$ cat src/biq_pkg.sv
`timescale 1ns / 1ps

package biq_pkg;

  // Item codes on the action field.
  localparam logic [1:0] ACT_FILTER = 2'd0;
  localparam logic [1:0] ACT_WRITE  = 2'd1;
  localparam logic [1:0] ACT_CLEAR  = 2'd2;

  // Coefficient order inside one section.
  localparam logic [2:0] SEL_B0 = 3'd0;
  localparam logic [2:0] SEL_B1 = 3'd1;
  localparam logic [2:0] SEL_B2 = 3'd2;
  localparam logic [2:0] SEL_A1 = 3'd3;
  localparam logic [2:0] SEL_A2 = 3'd4;

  // Coefficients per section and their stored width.
  localparam int NUM_COEF  = 5;
  localparam int COEF_BITS = 32;

  // Delay states: signed words with a fixed number of fraction bits.
  localparam int STATE_BITS = 48;
  localparam int STATE_FRAC = 12;

  typedef logic signed [STATE_BITS-1:0] state_t;
  typedef logic signed [COEF_BITS-1:0]  coef_t;

endpackage

$ cat src/biq_ram.sv
`timescale 1ns / 1ps

module biq_ram #(
  parameter int WIDTH = 32,
  parameter int DEPTH = 16
) (
  input  logic                     clk,
  input  logic                     we,
  input  logic [$clog2(DEPTH)-1:0] waddr,
  input  logic [WIDTH-1:0]         wdata,
  input  logic [$clog2(DEPTH)-1:0] raddr,
  output logic [WIDTH-1:0]         rdata
);

  logic [WIDTH-1:0] mem [DEPTH];

  // One write port and one registered read port.
  always_ff @(posedge clk) begin
    if (we) begin
      mem[waddr] <= wdata;
    end
    rdata <= mem[raddr];
  end

endmodule

$ cat src/biquad_iir_cascade_core.sv
`timescale 1ns / 1ps

// Biquad IIR filter, Direct Form II Transposed, fixed point.
// Input channel (in_valid / in_stall) carries one command per beat: filter a
// sample, write one coefficient, or clear all delay states. The output
// channel (out_valid / out_stall) carries one filtered sample and its clip
// flag for every filter beat; write and clear beats return nothing.
// Write and clear beats leave the input open.
// A filter beat runs on one shared multiplier fed from the coefficient RAM,
// section by section: HP_SECTIONS sections on the high-pass path and only
// the last section on the low-pass path, with in_stall high the whole time.
// The result is registered at the end of the last section's final phase.
// When the receiver stalls, the result waits in the output register; a new
// item is taken meanwhile, and only its final step waits for the register.
// Reset (synchronous) zeroes the delay states and marks every coefficient
// as unwritten, so it reads as zero until loaded.

module biquad_iir_cascade_core #(
  parameter int HP_SECTIONS    = 2,
  parameter int SAMPLE_BITS    = 24,
  parameter int COEF_FRAC_BITS = 30
) (
  input  logic                          clk,
  input  logic                          rst,
  input  logic                          in_valid,
  output logic                          in_stall,
  input  logic [1:0]                    action,
  input  logic                          path,
  input  logic signed [SAMPLE_BITS-1:0] sample_in,
  input  logic [2:0]                    coef_section,
  input  logic [2:0]                    coef_select,
  input  logic signed [31:0]            coef_value,
  output logic                          out_valid,
  input  logic                          out_stall,
  output logic signed [SAMPLE_BITS-1:0] sample_out,
  output logic                          saturated
);

  localparam int NSEC    = HP_SECTIONS + 1;
  localparam int SEC_W   = $clog2(NSEC);
  localparam int NCOEF   = NSEC * biq_pkg::NUM_COEF;
  localparam int COEF_AW = $clog2(NCOEF);
  localparam int SB      = biq_pkg::STATE_BITS;
  localparam int PROD_W  = biq_pkg::COEF_BITS + SAMPLE_BITS;
  localparam int ACC_W   = ((PROD_W > SB) ? PROD_W : SB) + 2;
  localparam int RND_SH  = COEF_FRAC_BITS - biq_pkg::STATE_FRAC;

  localparam logic signed [ACC_W-1:0] ST_MAX = ACC_W'({1'b0, {(SB-1){1'b1}}});
  localparam logic signed [ACC_W-1:0] ST_MIN = -ST_MAX - ACC_W'(1);
  localparam logic signed [SB:0] Y_MAX =
    (SB+1)'((64'sd1 <<< (SAMPLE_BITS-1)) - 64'sd1);
  localparam logic signed [SB:0] Y_MIN = -Y_MAX - (SB+1)'(1);

  // Sequencer codes.
  localparam logic ST_IDLE = 1'b0;
  localparam logic ST_RUN  = 1'b1;

  localparam logic [2:0] PH_C0  = 3'd0;
  localparam logic [2:0] PH_C1  = 3'd1;
  localparam logic [2:0] PH_YF  = 3'd2;
  localparam logic [2:0] PH_Y   = 3'd3;
  localparam logic [2:0] PH_MA1 = 3'd4;
  localparam logic [2:0] PH_W1  = 3'd5;
  localparam logic [2:0] PH_W2  = 3'd6;

  // Rounded product in state format, sign-extended to the accumulator.
  function automatic logic signed [ACC_W-1:0] rnd_prod(
    input logic signed [PROD_W-1:0] p
  );
    logic signed [PROD_W-1:0] t;
    t = p + (PROD_W'(1) <<< (RND_SH - 1));
    return ACC_W'(t >>> RND_SH);
  endfunction

  // Clamp an accumulator value to the delay-state width.
  function automatic biq_pkg::state_t sat_state(input logic signed [ACC_W-1:0] v);
    biq_pkg::state_t r;
    if (v > ST_MAX) begin
      r = ST_MAX[SB-1:0];
    end else if (v < ST_MIN) begin
      r = ST_MIN[SB-1:0];
    end else begin
      r = v[SB-1:0];
    end
    return r;
  endfunction

  logic                          state;
  logic [2:0]                    ph;
  logic [SEC_W-1:0]              sec;
  logic                          lp_path;
  logic signed [SAMPLE_BITS-1:0] x;
  logic signed [SAMPLE_BITS-1:0] y;
  logic                          clip;
  logic signed [PROD_W-1:0]      mul;
  biq_pkg::state_t               yf;
  logic signed [ACC_W-1:0]       acc1;
  logic signed [ACC_W-1:0]       acc2;
  biq_pkg::state_t               w1_q [NSEC];
  biq_pkg::state_t               w2_q [NSEC];
  logic [NCOEF-1:0]              coef_ok;
  logic                          rd_ok;

  logic                          accept;
  logic                          wr_en;
  logic [COEF_AW-1:0]            waddr;
  logic [COEF_AW-1:0]            raddr;
  logic [31:0]                   rdata;
  biq_pkg::coef_t                coef;
  logic signed [SAMPLE_BITS-1:0] mul_in;
  logic                          last_sec;
  logic                          out_busy;
  logic signed [SB:0]            y_t;
  logic signed [SB:0]            y_r;

  assign in_stall = (state != ST_IDLE);
  assign accept   = in_valid && !in_stall;

  // Coefficient write decode; out-of-range sections and selects are dropped.
  assign wr_en = accept && (action == biq_pkg::ACT_WRITE) &&
                 (int'(coef_section) <= HP_SECTIONS) &&
                 (coef_select <= biq_pkg::SEL_A2);
  assign waddr = COEF_AW'(int'(coef_section) * biq_pkg::NUM_COEF + int'(coef_select));

  // Coefficients are fetched in order b0, b1, b2, a1, a2 during phases 0..4.
  assign raddr = COEF_AW'(int'(sec) * biq_pkg::NUM_COEF +
                          ((ph <= PH_MA1) ? int'(ph) : 0));

  biq_ram #(
    .WIDTH(biq_pkg::COEF_BITS),
    .DEPTH(NCOEF)
  ) u_coef_ram (
    .clk  (clk),
    .we   (wr_en),
    .waddr(waddr),
    .wdata(coef_value),
    .raddr(raddr),
    .rdata(rdata)
  );

  // An entry never written since reset reads as zero.
  assign coef   = rd_ok ? biq_pkg::coef_t'(rdata) : '0;
  assign mul_in = (ph >= PH_MA1) ? y : x;

  assign last_sec = lp_path ? (int'(sec) == HP_SECTIONS)
                            : (int'(sec) == HP_SECTIONS - 1);
  assign out_busy = out_valid && out_stall;

  // Section output: round off the fraction bits of yf.
  assign y_t = {yf[SB-1], yf} + ((SB+1)'(1) <<< (biq_pkg::STATE_FRAC - 1));
  assign y_r = y_t >>> biq_pkg::STATE_FRAC;

  // Coefficient valid flags.
  always_ff @(posedge clk) begin
    if (rst) begin
      coef_ok <= '0;
      rd_ok   <= 1'b0;
    end else begin
      if (wr_en) begin
        coef_ok[waddr] <= 1'b1;
      end
      rd_ok <= coef_ok[raddr];
    end
  end

  // Sequencer and shared multiply-accumulate.
  always_ff @(posedge clk) begin
    if (rst) begin
      state   <= ST_IDLE;
      ph      <= PH_C0;
      sec     <= '0;
      lp_path <= 1'b0;
      clip    <= 1'b0;
      for (int i = 0; i < NSEC; i++) begin
        w1_q[i] <= '0;
        w2_q[i] <= '0;
      end
    end else begin
      unique case (state)
        ST_IDLE: begin
          if (accept && (action == biq_pkg::ACT_CLEAR)) begin
            for (int i = 0; i < NSEC; i++) begin
              w1_q[i] <= '0;
              w2_q[i] <= '0;
            end
          end
          if (accept && (action == biq_pkg::ACT_FILTER)) begin
            state   <= ST_RUN;
            ph      <= PH_C0;
            lp_path <= path;
            sec     <= path ? SEC_W'(HP_SECTIONS) : '0;
            x       <= sample_in;
            clip    <= 1'b0;
          end
        end
        ST_RUN: begin
          // One product per cycle while coefficients stream out of the RAM.
          if ((ph >= PH_C1) && (ph <= PH_W1)) begin
            mul <= PROD_W'(coef) * PROD_W'(mul_in);
          end
          unique case (ph)
            PH_C0, PH_C1: begin
              ph <= ph + 3'd1;
            end
            PH_YF: begin
              yf <= sat_state(rnd_prod(mul) + ACC_W'(w1_q[sec]));
              ph <= PH_Y;
            end
            PH_Y: begin
              acc1 <= rnd_prod(mul) + ACC_W'(w2_q[sec]);
              if (y_r > Y_MAX) begin
                y    <= Y_MAX[SAMPLE_BITS-1:0];
                clip <= 1'b1;
              end else if (y_r < Y_MIN) begin
                y    <= Y_MIN[SAMPLE_BITS-1:0];
                clip <= 1'b1;
              end else begin
                y <= y_r[SAMPLE_BITS-1:0];
              end
              ph <= PH_MA1;
            end
            PH_MA1: begin
              acc2 <= rnd_prod(mul);
              ph   <= PH_W1;
            end
            PH_W1: begin
              w1_q[sec] <= sat_state(acc1 - rnd_prod(mul));
              ph        <= PH_W2;
            end
            PH_W2: begin
              // Writing w2 again while waiting gives the same value.
              w2_q[sec] <= sat_state(acc2 - rnd_prod(mul));
              if (!last_sec) begin
                sec <= sec + SEC_W'(1);
                x   <= y;
                ph  <= PH_C0;
              end else if (!out_busy) begin
                state <= ST_IDLE;
                ph    <= PH_C0;
              end
            end
            default: begin
              ph <= PH_C0;
            end
          endcase
        end
        default: begin
          state <= ST_IDLE;
        end
      endcase
    end
  end

  // Output register.
  always_ff @(posedge clk) begin
    if (rst) begin
      out_valid <= 1'b0;
    end else if ((state == ST_RUN) && (ph == PH_W2) && last_sec && !out_busy) begin
      out_valid  <= 1'b1;
      sample_out <= y;
      saturated  <= clip;
    end else if (out_valid && !out_stall) begin
      out_valid <= 1'b0;
    end
  end

endmodule

$ cat config.mk
export PLATFORM = sky130hd
export DESIGN_NAME = biquad_iir_cascade_core
export DESIGN_NICKNAME = d
export VERILOG_FILES = /design/src/biq_pkg.sv /design/src/biq_ram.sv /design/src/biquad_iir_cascade_core.sv
export SDC_FILE = /design/constraint.sdc
export NUM_CORES = 2
export LEC_CHECK = 0
export BUFFER_PORTS_ARGS = -buffer_cell sky130_fd_sc_hd__buf_2
export CAP_MARGIN = 20
export CORE_UTILIZATION = 35
export DETAILED_ROUTE_END_ITERATION = 7
export PLACE_DENSITY = 0.46
export REMOVE_ABC_BUFFERS = 1
export SYNTH_ARGS = -nofsm -noshare
export SYNTH_HDL_FRONTEND = slang
export SYNTH_SLANG_ARGS = --single-unit
$ cat constraint.sdc
create_clock -name clk -period 15.8 [get_ports clk]
set_clock_uncertainty 0.15 [all_clocks]
set_input_delay 3.95 -clock clk [delete_from_list [all_inputs] [get_ports clk]]
set_output_delay 3.95 -clock clk [all_outputs]
set_load 0.005 [all_outputs]
==> results.md <==
* Predominant post-synthesis flop cell: edfxtp_1
* Post-Synth Adder-Cell Area at 0.250
* Seq/Total Area, Yosys at 0.413
* Final setup violation count at 0
* Fin. Hold Viols at 0
* Overflow after GRT at 0
* Worst EP required at 16.18 ns
* Post-Synth XOR/XNOR Area at 0.0292
* Final Max Slew Viols at 0
* Cell accounting for the most synthesized area: edfxtp_1
* Initial DRC Count at 4312
* Unrepaired setup endpoints after global routing: false
* FP Rows at 175
* DRC Markers at 0
* Pwr/cell area at 77.3 nW/µm²
* Hold slack at 0.292 ns
* Yosys warning count at 0
* Leak Pwr at 35.7 nW
* Syn avg cell area at 11.8 µm²
* Clock Tree Buf Depth at 3
* Vias at 52400
* Initial Util at 0.353
* Die area at 232000 µm²
* Top-level I/O count at 96
* First-pass GRT wire length at 363 mm
* H-tree Lvls at 4
* Multiplexer share of the synthesized area at 0.0744
* Final instance area at 89200 µm²
* Post-CTS Hold Buffers at 0
* Highest-count cells in the layout ignoring fill and taps: edfxtp_1 (1068), inv_1 (970), fa_1 (787)
* Main combinational cell family by area after synthesis: adder cells
* Slew HR at 0.231
* GRT Total Usage at 0.213
* IO Port Bufs at 95
* Status: completed
* Clock root buffer: clkbuf_16
* Commonest non-fill, non-tap cell in the layout: edfxtp_1
* WL final at 243 mm
* Peak supply drop at 0.0838 mV
* Dpl ws at 6.15 ns
* Period utilization at 0.614
* Routed vias/inst at 5.26
* CTS tree: built
* PnR Total Power at 6.89 mW
* EDFF count, synth at 1068
* Cts repair resizes at 0
* Crit path max-delay cell type: buf_4
* Hold WC Path Type: flop to flop
* Max-Cap Viols at 0
* Largest net degree at the start of global routing at 105
* Flop and latch count out of synthesis at 1127
* CP Capture Type: flop
* Final worst slack at 6.10 ns
* Ratio of cells with drive above 1 in the final layout at 0.112
* Setup crit start kind: flop
* Post-synth ARST share at 0
* CTS clk-pin slew, worst paths at 0.06 ns
* Avg WL per Cell at 24.4 µm
* DRT Pass-1 Iters at 6
* Crit path kind: flop to flop
* CTS sink count at 1127
* Library cells used by synthesis at 93
* Initial antenna violation count at 29
* Post-synth top area share at 0.399
* Synth Instances at 6794
* Largest stage delay on the critical path at 0.67 ns
* CP max FO at 50
* CP most frequent cell: fa_1
* Setup Fix Bufs, Post-CTS at 0
* Core area at 228000 µm²
* Later-pin clock latency in the skew report at 0.80 ns
* Mapped cell area at 80500 µm²
* Post-Synth Simple-Gate Area at 0.0916
* Nets at 8042
* Die H at 481 µm
* Period minus WS final at 9.70 ns
* Max Fclk at 103 MHz
* Compound-Gate Fraction of Synth Area at 0.0798
* Inserted Clock Buffers at 135
* TNS Setup at 0 ns
* Crit path DAT at 10.08 ns
* Dpl hpwl at 170 mm
* Die width at 481 µm
* Placer's final routability congestion estimate at 0.869
* Top post-synthesis cells by area: edfxtp_1 (40%), fa_1 (20%), mux4_2 (6.2%)
* Area delta synth->final at 10.9%
* Vias in the first global route at 54900
* Worst Tran Pin Value at 1.15 ns
* Detail Route Antenna Nets at 0
* Placed Area at 84600 µm²
[kinds of logic after synthesis]
logic type | Yosys count
AOI/OAI and AO/OA | 981
xor gates and xnor gates | 265
adders and majority gates | 1133
buffers and inverters | 1276
DFF | 1127
muxes | 318
and+or+nand+nor | 1694
[path summary, 6_finish.rpt]
kind	startpoint	endpoint	slack [ns]	cells after the start
worst max-delay path	ph[2]	mul[46]	6.10	26
worst min-delay path	clip	saturated	0.29	0
worst max register to register	ph[2]	mul[46]	6.10	26
worst min register to register	clip	saturated	0.29	0
[synth_stat cells (62+ instances only)]
| master | number |
|---|---|
| edfxtp_1 | 1068 |
| inv_1 | 970 |
| fa_1 | 788 |
| nor2_1 | 683 |
| nand2_1 | 583 |
| ha_1 | 341 |
| a21oi_1 | 256 |
| clkbuf_1 | 227 |
| mux4_2 | 220 |
| o21ai_0 | 199 |
| o31ai_1 | 152 |
| xnor2_1 | 150 |
| a21o_1 | 120 |
| xor2_1 | 113 |
| nand3_1 | 83 |
| and2_1 | 62 |
[stage by stage]
step                utilization  instances
finish                    0.391       9969
global route              0.391       9963
detailed placement        0.371       9711
floorplan                     -       6488
global placement          0.371       9711
CTS                       0.391       9956
[area by class of cell]
type	instances	area, µm²
Timing Repair Buffer	219	1450
Antenna cell	8	20.0
Multi-Input combinational cell	4391	42600
Fill cell	21900	139000
Clock buffer	179	3690
Tap cell	3009	3760
Clock inverter	66	771
Inverter	970	3640
Sequential cell	1127	33300
[routing by layer]
layer,vias up,track usage,share of wire
li1,23400,-,-
met4,8,0.0674,0.031
met3,335,0.0396,0.066
met2,1523,0.329,0.45
met1,27200,0.302,0.45
met5,-,0,0.00022
[where the power goes]
group	total, mW	switching, mW	leakage (nW)	internal, mW
Sequential	3.33	0.0227	10.5	3.31
Combinational	0.422	0.265	23.0	0.157
Clock	3.14	1.30	2.18	1.84
Total	6.89	1.59	35.7	5.31
[critical path: cells and delay by family, from the launching register on]
family / cells / cell delay (ns)
buffers and inverters: 6 / 1.78
adders and majority gates: 8 / 4.07
DFF: 1 / 0.33
AOI/OAI and AO/OA: 7 / 2.08
muxes: 1 / 0.34
and+or+nand+nor: 4 / 0.66
[sequential cells by signal, summed over array words and instances (netlist names), 2 cells and up, named ones only]
name	flops
acc1	49
w1_q	192
coef_ok	15
sec	2
mul	39
sample_out	24
acc2	38
y	24
u_coef_ram.mem	480
ph	3
yf	37
w2_q	160
x	24
u_coef_ram.rdata	32
Note: power is estimated with default switching activity, not from simulation.
